## config.mk

```make
export PLATFORM = sky130hd
export DESIGN_NAME = sensor_frame_crc_decode_core
export DESIGN_NICKNAME = d
export VERILOG_FILES = /design/src/rtl/core/sfcd_pkg.sv /design/src/rtl/core/sensor_frame_crc_decode_core.sv /design/src/rtl/core/sfcd_front.sv /design/src/rtl/core/sfcd_queue.sv /design/src/rtl/core/sfcd_back.sv
export SDC_FILE = /design/constraint.sdc
export NUM_CORES = 1
export LEC_CHECK = 0
export ABC_AREA = 1
export BUFFER_PORTS_ARGS = -buffer_cell sky130_fd_sc_hd__buf_2
export CAP_MARGIN = 5
export CELL_PAD_IN_SITES_DETAIL_PLACEMENT = 1
export CELL_PAD_IN_SITES_GLOBAL_PLACEMENT = 1
export CORE_ASPECT_RATIO = 0.75
export CORE_MARGIN = 2
export CORE_UTILIZATION = 54
export CTS_CLUSTER_SIZE = 40
export DETAILED_ROUTE_END_ITERATION = 8
export PLACE_DENSITY = 0.85
export SLEW_MARGIN = 10
export SYNTH_ARGS = -nofsm -noshare
export SYNTH_HDL_FRONTEND = slang
export SYNTH_HIERARCHICAL = 1
export SYNTH_SLANG_ARGS = --single-unit
```

## constraint.sdc

```tcl
create_clock -name aclk -period 17.93 [get_ports aclk]
set_clock_uncertainty 0.2 [all_clocks]
set_input_delay 3.586 -clock aclk [delete_from_list [all_inputs] [get_ports aclk]]
set_output_delay 3.586 -clock aclk [all_outputs]
set_load 0.01 [all_outputs]
```

## src/rtl/core/sfcd_pkg.sv

```systemverilog
// ----------------------------------------------------------------------------
// sfcd_pkg
// Shared types, constants and the CRC-8 step for the sensor frame decoder.
// ----------------------------------------------------------------------------
package sfcd_pkg;

    // CRC-8, polynomial 0x31, MSB first, no final xor
    localparam logic [7:0] CRC_INIT = 8'hFF;
    localparam logic [7:0] CRC_POLY = 8'h31;

    // Bytes 0..5 carry data, byte 6 carries the CRC
    localparam int unsigned DATA_BYTES = 6;
    localparam int unsigned POS_W      = 3;

    // Configuration register indexes
    localparam int unsigned CFG_INDEX_W      = 1;
    localparam int unsigned CFG_DATA_W       = 15;
    localparam logic [CFG_INDEX_W-1:0] REG_HUM_GAIN    = 1'd0;
    localparam logic [CFG_INDEX_W-1:0] REG_TEMP_OFFSET = 1'd1;

    localparam int unsigned GAIN_W   = 15;
    localparam int unsigned OFFSET_W = 13;
    localparam logic [GAIN_W-1:0]          HUM_GAIN_RESET    = 15'd16384;
    localparam logic signed [OFFSET_W-1:0] TEMP_OFFSET_RESET = 13'sd0;

    // Scaling constants: hum = raw*100*gain >> 26, temp = (raw*200 >> 12) - 50 degC
    localparam int unsigned RAW_W      = 20;
    localparam int unsigned HUM_P1_W   = 27;
    localparam int unsigned HUM_P2_W   = HUM_P1_W + GAIN_W;
    localparam int unsigned TMP_P1_W   = 28;
    localparam int unsigned HUM_SHIFT  = 26;
    localparam int unsigned TMP_SHIFT  = 12;
    localparam int unsigned HUM_Q8_W   = 16;
    localparam int unsigned TMP_Q8_W   = 17;
    localparam int unsigned HUM_SCALE  = 100;
    localparam int unsigned TMP_SCALE  = 200;
    localparam int unsigned TMP_BIAS   = 12800;

    localparam int unsigned QUEUE_DEPTH_DEFAULT = 2;

    typedef struct packed {
        logic [7:0]       status_byte;
        logic             crc_match;
        logic [RAW_W-1:0] humidity_raw;
        logic [RAW_W-1:0] raw_temperature;
    } frame_t;

    function automatic logic [7:0] crc8_update(input logic [7:0] crc_in,
                                               input logic [7:0] data_in);
        logic [7:0] crc;
        crc = crc_in ^ data_in;
        for (int k = 0; k < 8; k++) begin
            if (crc[7]) begin
                crc = {crc[6:0], 1'b0} ^ CRC_POLY;
            end else begin
                crc = {crc[6:0], 1'b0};
            end
        end
        return crc;
    endfunction

endpackage

```

## src/rtl/core/sensor_frame_crc_decode_core.sv

```systemverilog
// ----------------------------------------------------------------------------
// sensor_frame_crc_decode_core
// Decodes a seven-byte humidity/temperature sensor frame with CRC-8 check.
// ----------------------------------------------------------------------------
// Feed the frame one byte per item, with s_frame_start high on byte 0; a
// start byte always restarts collection, and a byte without a frame in
// progress is dropped. The collector takes one byte per cycle while s_ready
// is high and runs the CRC-8 (poly 0x31, init 0xFF) over bytes 0..5. On
// byte 6 it queues the frame; the scaling engine then handles one frame at a
// time (queue pop, two registered multiply steps, result load) and raises
// m_valid when it loads the result register, which waits for the output to
// be free. The frame queue (QUEUE_DEPTH entries) lets the collector keep taking
// bytes while the engine or the consumer stalls; s_ready drops only when it
// is full. Results: status byte, CRC match flag, the two raw 20-bit fields,
// humidity in Q8 (gain applied, floor) and signed temperature in Q8 (offset
// applied). Write configuration only while no frame is in flight.
// ----------------------------------------------------------------------------
module sensor_frame_crc_decode_core #(
    parameter int unsigned QUEUE_DEPTH = sfcd_pkg::QUEUE_DEPTH_DEFAULT
) (
    input  logic                                  aclk,
    input  logic                                  aresetn,
    // byte input
    input  logic                                  s_valid,
    output logic                                  s_ready,
    input  logic [7:0]                            s_rx_byte,
    input  logic                                  s_frame_start,
    // frame result
    output logic                                  m_valid,
    input  logic                                  m_ready,
    output logic [7:0]                            m_status_byte,
    output logic                                  m_crc_match,
    output logic [sfcd_pkg::RAW_W-1:0]            m_humidity_raw,
    output logic [sfcd_pkg::RAW_W-1:0]            m_raw_temperature,
    output logic [sfcd_pkg::HUM_Q8_W-1:0]         m_humidity_q8,
    output logic signed [sfcd_pkg::TMP_Q8_W-1:0]  m_temperature_q8,
    // configuration writes
    input  logic                                  cfg_wr_en,
    input  logic [sfcd_pkg::CFG_INDEX_W-1:0]      cfg_index,
    input  logic [sfcd_pkg::CFG_DATA_W-1:0]       cfg_wdata
);

    logic                                  s_accept;
    logic                                  q_push;
    sfcd_pkg::frame_t                      q_push_frame;
    logic                                  q_pop;
    sfcd_pkg::frame_t                      q_pop_frame;
    logic                                  q_full;
    logic                                  q_empty;

    logic [sfcd_pkg::GAIN_W-1:0]           hum_gain_reg;
    logic signed [sfcd_pkg::OFFSET_W-1:0]  temp_offset_reg;

    // Hold bytes only when the queue cannot take a finished frame
    assign s_ready  = !q_full;
    assign s_accept = s_valid && s_ready;

    // Configuration registers; other indexes do nothing
    always_ff @(posedge aclk) begin
        if (!aresetn) begin
            hum_gain_reg    <= sfcd_pkg::HUM_GAIN_RESET;
            temp_offset_reg <= sfcd_pkg::TEMP_OFFSET_RESET;
        end else if (cfg_wr_en) begin
            unique case (cfg_index)
                sfcd_pkg::REG_HUM_GAIN:
                    hum_gain_reg <= cfg_wdata[sfcd_pkg::GAIN_W-1:0];
                sfcd_pkg::REG_TEMP_OFFSET:
                    temp_offset_reg <= $signed(cfg_wdata[sfcd_pkg::OFFSET_W-1:0]);
                default: ;
            endcase
        end
    end

    // Front: collect bytes, run the CRC, emit one frame per CRC byte
    sfcd_front u_front (
        .aclk        (aclk),
        .aresetn     (aresetn),
        .accept      (s_accept),
        .rx_byte     (s_rx_byte),
        .frame_start (s_frame_start),
        .push        (q_push),
        .push_frame  (q_push_frame)
    );

    // Decouple collector and scaling engine
    sfcd_queue #(
        .DEPTH (QUEUE_DEPTH)
    ) u_queue (
        .aclk       (aclk),
        .aresetn    (aresetn),
        .push       (q_push),
        .push_frame (q_push_frame),
        .pop        (q_pop),
        .pop_frame  (q_pop_frame),
        .full       (q_full),
        .empty      (q_empty)
    );

    // Back: scale the raw fields and drive the result register
    sfcd_back u_back (
        .aclk              (aclk),
        .aresetn           (aresetn),
        .q_valid           (!q_empty),
        .q_frame           (q_pop_frame),
        .q_pop             (q_pop),
        .hum_gain          (hum_gain_reg),
        .temp_offset       (temp_offset_reg),
        .m_valid           (m_valid),
        .m_ready           (m_ready),
        .m_status_byte     (m_status_byte),
        .m_crc_match       (m_crc_match),
        .m_humidity_raw    (m_humidity_raw),
        .m_raw_temperature (m_raw_temperature),
        .m_humidity_q8     (m_humidity_q8),
        .m_temperature_q8  (m_temperature_q8)
    );

    // A frame enters the queue only on an accepted byte
    assert property (@(posedge aclk) disable iff (!aresetn)
        q_push |-> s_accept)
        else $error("frame pushed without an accepted byte");

    // The engine never pops an empty queue
    assert property (@(posedge aclk) disable iff (!aresetn)
        q_pop |-> !q_empty)
        else $error("pop from empty frame queue");

    // A frame pushed into an empty queue is visible on the next cycle
    assert property (@(posedge aclk) disable iff (!aresetn)
        (q_push && q_empty) |=> !q_empty)
        else $error("pushed frame lost");

endmodule

```

## src/rtl/core/sfcd_front.sv

```systemverilog
// ----------------------------------------------------------------------------
// sfcd_front
// Byte collector: tracks frame position, runs the CRC and packs a frame.
// ----------------------------------------------------------------------------
module sfcd_front (
    input  logic                aclk,
    input  logic                aresetn,
    input  logic                accept,
    input  logic [7:0]          rx_byte,
    input  logic                frame_start,
    output logic                push,
    output sfcd_pkg::frame_t    push_frame
);

    logic [sfcd_pkg::POS_W-1:0] pos_reg, pos_next;
    logic [7:0]                 crc_reg, crc_next;
    logic [47:0]                coll_reg, coll_next;

    logic [sfcd_pkg::POS_W-1:0] pos_eff;
    logic [7:0]                 crc_eff;
    logic [47:0]                coll_eff;

    always_comb begin
        // a start byte discards any partial frame
        pos_eff  = frame_start ? '0 : pos_reg;
        crc_eff  = frame_start ? sfcd_pkg::CRC_INIT : crc_reg;
        coll_eff = frame_start ? '0 : coll_reg;

        pos_next   = pos_reg;
        crc_next   = crc_reg;
        coll_next  = coll_reg;
        push       = 1'b0;

        push_frame.status_byte     = coll_reg[47:40];
        push_frame.crc_match       = (crc_reg == rx_byte);
        push_frame.humidity_raw    = coll_reg[39:20];
        push_frame.raw_temperature = coll_reg[19:0];

        if (accept && (frame_start || (pos_reg != '0))) begin
            if (pos_eff < sfcd_pkg::POS_W'(sfcd_pkg::DATA_BYTES)) begin
                crc_next  = sfcd_pkg::crc8_update(crc_eff, rx_byte);
                coll_next = {coll_eff[39:0], rx_byte};
                pos_next  = pos_eff + 1'b1;
            end else begin
                // CRC byte: hand the frame on, return to idle
                push      = 1'b1;
                pos_next  = '0;
                crc_next  = sfcd_pkg::CRC_INIT;
                coll_next = '0;
            end
        end
    end

    always_ff @(posedge aclk) begin
        if (!aresetn) begin
            pos_reg  <= '0;
            crc_reg  <= sfcd_pkg::CRC_INIT;
            coll_reg <= '0;
        end else begin
            pos_reg  <= pos_next;
            crc_reg  <= crc_next;
            coll_reg <= coll_next;
        end
    end

endmodule

```

## src/rtl/core/sfcd_queue.sv

```systemverilog
// ----------------------------------------------------------------------------
// sfcd_queue
// Small frame queue between the collector and the scaling engine.
// ----------------------------------------------------------------------------
module sfcd_queue #(
    parameter int unsigned DEPTH = sfcd_pkg::QUEUE_DEPTH_DEFAULT
) (
    input  logic             aclk,
    input  logic             aresetn,
    input  logic             push,
    input  sfcd_pkg::frame_t push_frame,
    input  logic             pop,
    output sfcd_pkg::frame_t pop_frame,
    output logic             full,
    output logic             empty
);

    localparam int unsigned PTR_W = (DEPTH > 1) ? $clog2(DEPTH) : 1;
    localparam int unsigned CNT_W = $clog2(DEPTH + 1);

    sfcd_pkg::frame_t   entry_reg [DEPTH];
    logic [PTR_W-1:0]   wr_ptr_reg, wr_ptr_next;
    logic [PTR_W-1:0]   rd_ptr_reg, rd_ptr_next;
    logic [CNT_W-1:0]   count_reg, count_next;
    logic               do_push, do_pop;

    assign full      = (count_reg == CNT_W'(DEPTH));
    assign empty     = (count_reg == '0);
    assign do_push   = push && !full;
    assign do_pop    = pop && !empty;
    assign pop_frame = entry_reg[rd_ptr_reg];

    always_comb begin
        wr_ptr_next = wr_ptr_reg;
        rd_ptr_next = rd_ptr_reg;
        if (do_push) begin
            wr_ptr_next = (wr_ptr_reg == PTR_W'(DEPTH - 1)) ? '0 : wr_ptr_reg + 1'b1;
        end
        if (do_pop) begin
            rd_ptr_next = (rd_ptr_reg == PTR_W'(DEPTH - 1)) ? '0 : rd_ptr_reg + 1'b1;
        end
        count_next = count_reg + CNT_W'(do_push) - CNT_W'(do_pop);
    end

    always_ff @(posedge aclk) begin
        if (!aresetn) begin
            wr_ptr_reg <= '0;
            rd_ptr_reg <= '0;
            count_reg  <= '0;
        end else begin
            wr_ptr_reg <= wr_ptr_next;
            rd_ptr_reg <= rd_ptr_next;
            count_reg  <= count_next;
        end
    end

    always_ff @(posedge aclk) begin
        if (do_push) begin
            entry_reg[wr_ptr_reg] <= push_frame;
        end
    end

endmodule

```

## src/rtl/core/sfcd_back.sv

```systemverilog
// ----------------------------------------------------------------------------
// sfcd_back
// Scaling engine: two multiply steps per frame, then the result register.
// ----------------------------------------------------------------------------
module sfcd_back (
    input  logic                                  aclk,
    input  logic                                  aresetn,
    input  logic                                  q_valid,
    input  sfcd_pkg::frame_t                      q_frame,
    output logic                                  q_pop,
    input  logic [sfcd_pkg::GAIN_W-1:0]           hum_gain,
    input  logic signed [sfcd_pkg::OFFSET_W-1:0]  temp_offset,
    output logic                                  m_valid,
    input  logic                                  m_ready,
    output logic [7:0]                            m_status_byte,
    output logic                                  m_crc_match,
    output logic [sfcd_pkg::RAW_W-1:0]            m_humidity_raw,
    output logic [sfcd_pkg::RAW_W-1:0]            m_raw_temperature,
    output logic [sfcd_pkg::HUM_Q8_W-1:0]         m_humidity_q8,
    output logic signed [sfcd_pkg::TMP_Q8_W-1:0]  m_temperature_q8
);

    localparam logic [1:0] ST_IDLE = 2'd0;
    localparam logic [1:0] ST_MUL1 = 2'd1;
    localparam logic [1:0] ST_MUL2 = 2'd2;
    localparam logic [1:0] ST_OUT  = 2'd3;

    localparam int unsigned HP1 = sfcd_pkg::HUM_P1_W;
    localparam int unsigned HP2 = sfcd_pkg::HUM_P2_W;
    localparam int unsigned TP1 = sfcd_pkg::TMP_P1_W;
    localparam int unsigned TQW = sfcd_pkg::TMP_Q8_W;

    logic [1:0]                  state_reg, state_next;
    sfcd_pkg::frame_t            frame_reg;
    logic [HP1-1:0]              hum_p1_reg;
    logic [TP1-1:0]              tmp_p1_reg;
    logic [HP2-1:0]              hum_p2_reg;
    logic signed [TQW-1:0]       tmp_q8_reg;
    logic                        m_valid_reg, m_valid_next;
    logic                        load_out;
    logic signed [TQW:0]         tmp_sum;

    assign m_valid = m_valid_reg;

    // floor(raw*200 / 2^12) - 50 degC + offset, all in Q8
    assign tmp_sum = $signed({2'b00, tmp_p1_reg[TP1-1:sfcd_pkg::TMP_SHIFT]})
                   - $signed((TQW+1)'(sfcd_pkg::TMP_BIAS))
                   + $signed({{(TQW+1-sfcd_pkg::OFFSET_W){temp_offset[sfcd_pkg::OFFSET_W-1]}},
                              temp_offset});

    always_comb begin
        state_next = state_reg;
        q_pop      = 1'b0;
        load_out   = 1'b0;
        unique case (state_reg)
            ST_IDLE: begin
                if (q_valid) begin
                    q_pop      = 1'b1;
                    state_next = ST_MUL1;
                end
            end
            ST_MUL1: state_next = ST_MUL2;
            ST_MUL2: state_next = ST_OUT;
            ST_OUT: begin
                if (!m_valid_reg || m_ready) begin
                    load_out   = 1'b1;
                    state_next = ST_IDLE;
                end
            end
            default: state_next = ST_IDLE;
        endcase
        m_valid_next = load_out ? 1'b1 : (m_valid_reg && !m_ready);
    end

    always_ff @(posedge aclk) begin
        if (!aresetn) begin
            state_reg   <= ST_IDLE;
            m_valid_reg <= 1'b0;
        end else begin
            state_reg   <= state_next;
            m_valid_reg <= m_valid_next;
        end
    end

    always_ff @(posedge aclk) begin
        if (q_pop) begin
            frame_reg <= q_frame;
        end
        if (state_reg == ST_MUL1) begin
            hum_p1_reg <= HP1'(frame_reg.humidity_raw) * HP1'(sfcd_pkg::HUM_SCALE);
            tmp_p1_reg <= TP1'(frame_reg.raw_temperature) * TP1'(sfcd_pkg::TMP_SCALE);
        end
        if (state_reg == ST_MUL2) begin
            hum_p2_reg <= HP2'(hum_p1_reg) * HP2'(hum_gain);
            tmp_q8_reg <= tmp_sum[TQW-1:0];
        end
        if (load_out) begin
            m_status_byte     <= frame_reg.status_byte;
            m_crc_match       <= frame_reg.crc_match;
            m_humidity_raw    <= frame_reg.humidity_raw;
            m_raw_temperature <= frame_reg.raw_temperature;
            m_humidity_q8     <= hum_p2_reg[HP2-1:sfcd_pkg::HUM_SHIFT];
            m_temperature_q8  <= tmp_q8_reg;
        end
    end

endmodule
```

==> results of run 1 <==
-- placed cells by master (no fill, tap or decap), types with 39 or more instances in the layout --
cell / n
mux2_2: 39
buf_2: 113
fa_1: 326
o21ai_0: 63
clkbuf_16: 42
ha_1: 264
a21oi_1: 128
nand2_1: 709
a22oi_1: 40
xor2_1: 44
dfxtp_1: 93
edfxtp_1: 303
nor2_1: 199
inv_1: 799
nand3_1: 109
-- power breakdown --
group	internal [mW]	switching (mW)
logic	1.02	1.99
clock network	0.521	0.405
registers	1.16	0.145
total	2.70	2.54
-- worst min path at each step --
stage	start	end	slack, ns
final	u_back/frame_reg[45]	u_back/m_status_byte[4]	0.21
after global routing	u_back/frame_reg[45]	u_back/m_status_byte[4]	0.22
after CTS	u_back/frame_reg[45]	u_back/m_status_byte[4]	0.22
after detailed placement	u_back/frame_reg[41]	u_back/m_status_byte[0]	0.21
after global placement	u_back/hum_p2_reg[33]	u_back/m_humidity_q8[7]	0.20
after floorplan	u_back/frame_reg[40]	u_back/m_crc_match	0.20
-- metrics by stage --
stage | hold WS [ns] | cells | util [%]
after floorplan | 0.200 | 3434 | -
after detailed placement | 0.205 | 4243 | 56.2
after global placement | 0.201 | 4243 | 56.2
after global routing | 0.221 | 4320 | 58.7
final | 0.214 | 4320 | 58.7
after CTS | 0.216 | 4320 | 58.7
-- area by class of cell --
class,count,share of cell area [%]
Clock buffer,53,3.23
Clock inverter,24,0.930
Inverter,820,8.95
Multi-Input combinational cell,2111,50.2
Sequential cell,398,32.0
Tap cell,790,2.87
Timing Repair Buffer,124,1.88
-- per-layer routing --
layer | global-route usage (%) | up-vias
met1 | 41.0 | 12300
met5 | 0 | -
met4 | 10.9 | 0
met3 | 5.06 | 194
li1 | - | 10800
met2 | 52.6 | 844
-- worst max-delay path, stage by stage, from the launching register on --
cell	delay [ns]
dfxtp_1	1.09
nand2_1	0.24
fa_1	0.60
inv_1	0.06
fa_1	0.41
fa_1	0.58
inv_1	0.07
fa_1	0.56
inv_1	0.06
fa_1	0.47
inv_1	0.05
fa_1	0.47
inv_1	0.04
ha_1	0.35
nand2_1	0.14
nor2_1	0.36
nand2_1	0.15
nor2_1	0.19
nand4_1	0.28
nand4_1	0.20
nand2_1	0.07
-- cell families after synthesis --
logic type,count (synthesis),share of synthesized area (%)
mux,49,1.85
fa+ha+maj,592,30.9
buf+inv,925,11.3
compound gates,304,5.48
simple gates,1107,14.2
flops,398,34.5
xor+xnor,59,1.64
==> results.md, run 1 <==
- Antenna Nets Post-Route: 0
- Die width: 285 um
- Total negative slack: 0 ns
- RSZ-0062 raised after global routing: false
- Post-CTS Resized: 0
- Fin. Hold Viols: 0
- Final setup violation count: 0
- Post-synthesis sequential area ratio: 34.5%
- CP max FO: 26
- Pre-CTS setup slack: 11.20 ns
- Ys Warns: 6
- P&R area growth vs syn: 8.04%
- Count leader, synth: inv_1
- Vias in the first global route: 27100
- Via count: 24100
- Register area: 11000 sq um
- WS Path Type: flip-flop to flip-flop
- Antenna diodes: 0
- WL/cell: 21.6 um
- Peak Freq: 145 MHz
- Leakage: 17.2 nW
- Nets@finish: 4119
- Worst setup endpoint: u_back/hum_p2_reg[40]
- DR pass1 iterations: 5
- Crit path capture type: flip-flop
- Proportion of layout cells with a drive suffix above 1: 8.50%
- Highest routed layer: met4
- Worst-Skew Late Latency: 0.62 ns
- Final min period: 6.91 ns
- Filler instances: 6686
- Worst slew pin tran: 1.27 ns
- H-tree depth: 2
- TritonCTS Sinks: 398
- Most frequent cells after synthesis: inv_1, nand2_1, fa_1, edfxtp_1, ha_1
- Final Cycle Share: 38.5%
- Core Region: 58700 sq um
- Top Ports: 114
- DR WL met2: 45000 um
- Buffers on Ports: 113
- Initial core utilization: 54.3%
- #FFs+latches synth: 398
- Synth area leader: edfxtp_1
- Syn_area_per_cell: 9.28 sq um
- Design Area, Final: 34400 sq um
- Commonest register cell after synthesis: edfxtp_1
- Largest net degree at the start of global routing: 66
- Post-synth EDFFs: 303
- Worst R2R Setup Slack: 11.02 ns
- Largest vdd supply drop: 139 uV
- Grt ovf: 0
- First-pass GRT wire length: 149000 um
- Routed wl met3: 6020 um
- Synth Instances: 3434
- Top cells by area, synth: edfxtp_1, fa_1, ha_1
- Worst slew margin: 15.4%
- Num rows: 77
- Synth top area share: 28.5%
- Max-slew violations: 0
- CTS Hold Buffers Added: 0
- Final Total Pwr: 5.23 mW
- DRT iter0 DRCs: 1815
- GRT Overall Usage: 31.2%
- Placement Cell Area: 33000 sq um
- Synthesized area: 31900 sq um
- CTS Buf Count: 42
- Worst R2R End: u_back/hum_p2_reg[40]
- Routability Congestion: 0.895
- Final HPWL DP: 68900 um
- Critical Path RT: 18.09 ns
- CP arrival: 7.07 ns
- TritonCTS clock tree: built
- Height of the die: 214 um
- Clk slew on worst S/H paths: 0.07 ns
- Root buffer cell: clkbuf_16
- Area of the multi-input gates: 17300 sq um
- Yosys cell types: 47
- Async SR Flop Fraction: 0%
- Worst reg2reg path startpoint: hum_gain_reg[4]
- Critical path launch point type: flip-flop
- Max cap viols: 0
- Via/cell ratio: 5.59
- Setup ws final: 11.02 ns
- Status: finished clean
- Bufs on Longest Clock Path: 3
- Max reg flops: 98
- Worst setup path startpoint: hum_gain_reg[4]
- Drc violations: 0
- Setup bufs post-CTS: 0
- Post-Route M1 WL: 39200 um
- Worst hold path depth: 0
- Final wirelength: 93300 um
- Register-to-Register Path Depth: 20
- Power Density: 152 nW/um^2
- Mapped Nets: 4056
- Hold Path Class: flip-flop to flip-flop
- Initial antenna violation count: 1
- Die area: 61000 sq um
Power figures use the tool's default switching activity.
==> run 2: changes to the inputs <==
--- a/config.mk
+++ b/config.mk
@@ -5,17 +5,17 @@
 export SDC_FILE = /design/constraint.sdc
 export NUM_CORES = 1
 export LEC_CHECK = 0
-export ABC_AREA = 1
+export ABC_AREA = 0
 export BUFFER_PORTS_ARGS = -buffer_cell sky130_fd_sc_hd__buf_2
 export CAP_MARGIN = 5
 export CELL_PAD_IN_SITES_DETAIL_PLACEMENT = 1
 export CELL_PAD_IN_SITES_GLOBAL_PLACEMENT = 1
 export CORE_ASPECT_RATIO = 0.75
 export CORE_MARGIN = 2
-export CORE_UTILIZATION = 54
+export CORE_UTILIZATION = 47
 export CTS_CLUSTER_SIZE = 40
 export DETAILED_ROUTE_END_ITERATION = 8
-export PLACE_DENSITY = 0.85
+export PLACE_DENSITY = 0.76
 export SLEW_MARGIN = 10
 export SYNTH_ARGS = -nofsm -noshare
 export SYNTH_HDL_FRONTEND = slang
==> constraint.sdc (replaced) <==
create_clock -name aclk -period 5.78 [get_ports aclk]
set_clock_uncertainty 0.2 [all_clocks]
set_input_delay 1.156 -clock aclk [delete_from_list [all_inputs] [get_ports aclk]]
set_output_delay 1.156 -clock aclk [all_outputs]
set_load 0.01 [all_outputs]
==> results.md, run 2 <==
- #FFs+latches synth: 398
- Worst Hold Launch: u_back/hum_p2_reg[27]
- Height of the die: 222 um
- Setup ws final: -0.544 ns
- CTS Hold Buffers Added: 0
- CP most frequent cell: fa_1
- Most frequent cells after synthesis: inv_1, fa_1, edfxtp_1, ha_1, nand2_1
- CP max stage delay: 0.55 ns
- Largest vdd supply drop: 230 uV
- First-pass GRT wire length: 122000 um
- Num rows: 79
- Final HPWL DP: 60300 um
- CP arrival: 6.43 ns
- Largest net degree at the start of global routing: 59
- Core Region: 62400 sq um
- Top cells by area, synth: edfxtp_1, fa_1, ha_1
- Bufs on Longest Clock Path: 3
- Worst R2R End: u_back/hum_p2_reg[39]
- Drc violations: 0
- Via count: 19800
- Design Area, Final: 34200 sq um
- CP max FO: 6
- Ys Warns: 6
- Peak Freq: 158 MHz
- Die area: 65400 sq um
- Placement Cell Area: 32200 sq um
- Buffers on Ports: 113
- Failing checks: setup timing
- Worst R2R Setup Slack: -0.54 ns
- Clk slew on worst S/H paths: 0.06 ns
- Worst hold path depth: 0
- Power Density: 281 nW/um^2
- Final Instance Count excl. Fillers: 3761
- GRT Overall Usage: 24.0%
- H-tree depth: 2
- Grt ovf: 0
- P&R area growth vs syn: 14.9%
- Final Total Pwr: 9.61 mW
- RSZ-0062 raised after global routing: true
- Post-synthesis sequential area ratio: 36.9%
- Final setup violation count: 16
- Antenna diodes: 0
- Worst slew margin: 20.2%
- Via/cell ratio: 5.26
- Synth Instances: 2653
- Initial antenna violation count: 2
- Status: complete, but fails checks
- Syn_area_per_cell: 11.2 sq um
- Nets@finish: 3501
- Max-slew violations: 0
- Register-to-Register Path Depth: 21
- Crit path cell chain: buf_6 > and2_4 > fa_1 > inv_1 > fa_1 > inv_2 > fa_1 > fa_1 > fa_1 > inv_1 > fa_1 > inv_2 > ha_4 > a21oi_2 > o21ai_1 > nor3b_2 > o22a_1 > o31a_4 > a211oi_4 > o21ai_1 > xor2_1
- Filler instances: 6591
- Final wirelength: 77100 um
- Total negative slack: -6.75 ns
- Top Ports: 114
- Root buffer cell: clkbuf_16
- Mapped Nets: 3275
- Vias in the first global route: 22200
- CTS Buf Count: 40
- Critical Path RT: 5.89 ns
- Crit path capture type: flip-flop
- Critical path launch point type: flip-flop
- Worst hold path endpoint: u_back/m_humidity_q8[1]
- Hold Path Class: flip-flop to flip-flop
- DR pass1 iterations: 5
- Antenna Nets Post-Route: 0
- Count leader, synth: inv_1
- WL/cell: 20.5 um
- Proportion of layout cells with a drive suffix above 1: 17.5%
- Die width: 295 um
- Worst reg2reg path startpoint: u_back/hum_p1_reg[14]
- Slowest CP cell: fa_1
- Async SR Flop Fraction: 0%
- Synthesized area: 29800 sq um
- TritonCTS Sinks: 398
- Leakage: 15.3 nW
- Synth top area share: 30.5%
- Register area: 11000 sq um
- Most frequent cells in the layout: inv_1, fa_1, edfxtp_1
- Area of the multi-input gates: 16900 sq um
- Max reg flops: 98
- Yosys cell types: 76
- WS Path Type: flip-flop to flip-flop
- Final min period: 6.32 ns
- Max cap viols: 0
- Initial core utilization: 47.8%
- Routability Congestion: 0.916
- TritonCTS clock tree: built
- Worst-Skew Late Latency: 0.59 ns
- Commonest register cell after synthesis: edfxtp_1
- Worst slew pin tran: 1.19 ns
- Post-Place Cells: 3661
- Synth area leader: edfxtp_1
- Post-synth EDFFs: 303
- Final Cycle Share: 109%
- DRT iter0 DRCs: 1010
- Most common cell after layout, fill and taps aside: inv_1
- Fin. Hold Viols: 0
==> run 2: how the worst max path moves through the flow <==
| stage | from | depth (start not counted) | slack (ns) | endpoint |
|---|---|---|---|---|
| 6_report | u_back/hum_p1_reg[14] | 21 | -0.54 | u_back/hum_p2_reg[39] |
| 5_1_grt | u_back/hum_p1_reg[9] | 22 | -0.72 | u_back/hum_p2_reg[39] |
| 4_1_cts | u_back/hum_p1_reg[14] | 21 | -0.49 | u_back/hum_p2_reg[39] |
| 3_5_place_dp | hum_gain_reg[9] | 18 | -0.75 | u_back/hum_p2_reg[39] |
| 3_3_place_gp | hum_gain_reg[9] | 19 | -0.54 | u_back/hum_p2_reg[39] |
| 2_1_floorplan | u_back/hum_p1_reg[9] | 21 | -0.15 | u_back/hum_p2_reg[39] |
==> run 2: per-stage QoR <==
stage / worst slack [ns] / util (%) / hold slack, ns
2_1_floorplan: -0.150 / - / 0.200
3_3_place_gp: -0.543 / 51.6 / 0.202
3_5_place_dp: -0.748 / 51.6 / 0.206
4_1_cts: -0.492 / 54.7 / 0.220
5_1_grt: -0.723 / 54.9 / 0.225
6_report: -0.544 / 54.9 / 0.218
==> run 2: layout make-up <==
cell class                      instances  area share, %
Clock buffer                           46           3.11
Clock inverter                         28          0.903
Inverter                              501           5.50
Multi-Input combinational cell       1661           49.4
Sequential cell                       398           32.2
Tap cell                              850           3.11
Timing Repair Buffer                  277           5.82
==> run 2: cell families after synthesis <==
logic type | after synthesis | share of synthesized area (%)
xor+xnor | 87 | 2.65
mux | 78 | 2.95
compound gates | 252 | 5.83
flops | 398 | 36.9
buf+inv | 594 | 7.80
fa+ha+maj | 592 | 33.1
simple gates | 652 | 10.7
==> run 2: per-layer routing <==
layer	global-route usage (%)	up-vias	routed length (um)
li1	-	9014	-
met1	32.1	10200	33800
met3	4.15	116	4180
met4	5.58	4	1550
met5	1.11	-	106
met2	40.7	472	37500
==> run 2: timing repair <==
action	4_1_cts	5_1_grt
pin swaps	44	15
buffers inserted	20	5
resized for setup	93	21
endpoints found under the setup margin	16	16
cloned	2	0
==> run 2: power breakdown <==
group	leakage, nW	internal, mW	switching, mW	total [mW]
clock network	0.660	1.53	1.21	2.74
logic	11.1	1.63	1.99	3.62
registers	3.49	3.19	0.0703	3.26
total	15.3	6.35	3.27	9.61
==> run 2: critical path, delay by kind of cell (launching register included) <==
family	cells	cell delay, ns
simple gates	2	0.31
flops	1	0.52
xor+xnor	1	0.16
buf+inv	5	0.42
compound gates	6	1.25
fa+ha+maj	7	3.18
==> run 3: changes to the inputs <==
--- a/config.mk
+++ b/config.mk
@@ -16,6 +16,7 @@
 export CTS_CLUSTER_SIZE = 40
 export DETAILED_ROUTE_END_ITERATION = 8
 export PLACE_DENSITY = 0.76
+export SKIP_CTS_REPAIR_TIMING = 1
 export SLEW_MARGIN = 10
 export SYNTH_ARGS = -nofsm -noshare
 export SYNTH_HDL_FRONTEND = slang
==> results.md, run 3 (synthesis results as in run 2) <==
- Status: complete, but fails checks
- Failing checks: setup timing
- Crit path cell chain: buf_4 > and2_1 > fa_1 > fa_1 > fa_1 > fa_1 > fa_1 > inv_1 > fa_1 > inv_1 > ha_1 > a21oi_1 > o21ai_1 > nor3b_2 > o22a_1 > o31a_4 > a211oi_4 > o21ai_1 > xor2_1
- First-pass GRT wire length: 121000 um
- Hold Path Class: flip-flop to flip-flop
- Worst slew pin tran: 1.19 ns
- Root buffer cell: clkbuf_16
- Bufs on Longest Clock Path: 3
- Largest vdd supply drop: 230 uV
- Final setup violation count: 16
- Crit path capture type: flip-flop
- Final Cycle Share: 110%
- RSZ-0062 raised after global routing: true
- Initial antenna violation count: 2
- Core Region: 62400 sq um
- H-tree depth: 2
- DR pass1 iterations: 4
- Fin. Hold Viols: 0
- Height of the die: 222 um
- Final Util: 54.4%
- Worst R2R Setup Slack: -0.57 ns
- Num rows: 79
- Buffers on Ports: 113
- Max cap viols: 0
- Max-slew violations: 0
- CP max FO: 6
- CP arrival: 6.46 ns
- Top Ports: 114
- TritonCTS clock tree: built
- Drc violations: 0
- Critical Path RT: 5.89 ns
- CP most frequent cell: fa_1
- Final HPWL DP: 60300 um
- GRT Overall Usage: 23.7%
- Nets@finish: 3486
- Worst-Skew Late Latency: 0.59 ns
- Grt ovf: 0
- Worst setup endpoint: u_back/hum_p2_reg[39]
- Via/cell ratio: 5.25
- Via count: 19700
- P&R area growth vs syn: 14.0%
- Antenna Nets Post-Route: 0
- Worst setup path startpoint: u_back/hum_p1_reg[14]
- Die area: 65400 sq um
- DRT iter0 DRCs: 1019
- Initial core utilization: 47.8%
- Clk slew on worst S/H paths: 0.06 ns
- Power Density: 276 nW/um^2
- Worst R2R End: u_back/hum_p2_reg[39]
- Final wirelength: 76000 um
- Leakage: 15.2 nW
- Most common cell after layout, fill and taps aside: inv_1
- WS Path Type: flip-flop to flip-flop
- Worst Hold Launch: u_back/hum_p2_reg[27]
- Vias in the first global route: 22000
- Proportion of layout cells with a drive suffix above 1: 16.2%
- Register-to-Register Path Depth: 19
- CTS Buf Count: 40
- Die width: 295 um
- Filler instances: 6627
- Worst reg2reg path startpoint: u_back/hum_p1_reg[14]
- Largest net degree at the start of global routing: 59
- Peak Freq: 157 MHz
- Final Total Pwr: 9.38 mW
- CP max stage delay: 0.68 ns
- Worst hold path depth: 0
- Antenna diodes: 0
- Routability Congestion: 0.916
- Slowest CP cell: fa_1
- Critical path launch point type: flip-flop
- WL/cell: 20.3 um
- Worst Hold Slack: 0.218 ns
- Setup ws final: -0.574 ns
- Final min period: 6.35 ns
- Max reg flops: 98
- Design Area, Final: 33900 sq um
- Worst slew margin: 20.2%
- TritonCTS Sinks: 398
- Most frequent cells in the layout: inv_1, fa_1, edfxtp_1
- Placement Cell Area: 32200 sq um
-- run 3: cell types whose count changed in the layout (fill, tap and decap cells not counted), sizes merged --
cell / delta
buf: -15
-- run 3: layout make-up --
type	instances	area, sq um	area share (%)
multi-input cells	1661	16800	49.5
flip-flops and latches	398	11000	32.4
inverters	501	1880	5.54
repair buffers	262	1830	5.39
clock buffers	46	1060	3.14
well taps	850	1060	3.13
clock inverters	28	309	0.910
-- run 3: critical path: cells and delay by family (launching register included) --
family	cells	cell delay (ns)
AOI/OAI and AO/OA	6	1.18
buffers and inverters	3	0.28
DFF	1	0.48
xor gates and xnor gates	1	0.15
adders and majority gates	7	3.45
and+or+nand+nor	2	0.31
-- run 3: stage by stage --
stage | std cells | setup WS (ns) | setup TNS, ns
floorplan | 2653 | -0.150 | -0.655
global placement | 3661 | -0.543 | -6.48
detailed placement | 3661 | -0.748 | -9.36
CTS | 3735 | -0.783 | -10.02
global route | 3746 | -0.757 | -9.97
finish | 3746 | -0.574 | -7.11
-- run 3: worst min path at each step --
stage,to,slack [ns]
global placement,u_back/m_humidity_q8[10],0.20
floorplan,u_back/m_crc_match,0.20
global route,u_back/m_temperature_q8[14],0.22
finish,u_back/m_humidity_q8[1],0.22
CTS,u_back/m_humidity_q8[1],0.22
detailed placement,u_back/m_humidity_q8[1],0.21
-- run 3: routing by layer --
layer | global-route usage (%) | up-vias | share of wire, %
met5 | 1.11 | - | 0.14
met3 | 3.84 | 112 | 5.1
met1 | 31.9 | 10100 | 44
met4 | 5.53 | 4 | 2.0
met2 | 39.9 | 464 | 48
li1 | - | 8979 | -
-- run 3: where the power goes --
group          internal [mW]  switching (mW)  leakage [nW]
clock                   1.53            1.21         0.660
sequential              3.19          0.0709          3.49
combinational           1.50            1.88          11.0
total                   6.22            3.16          15.2
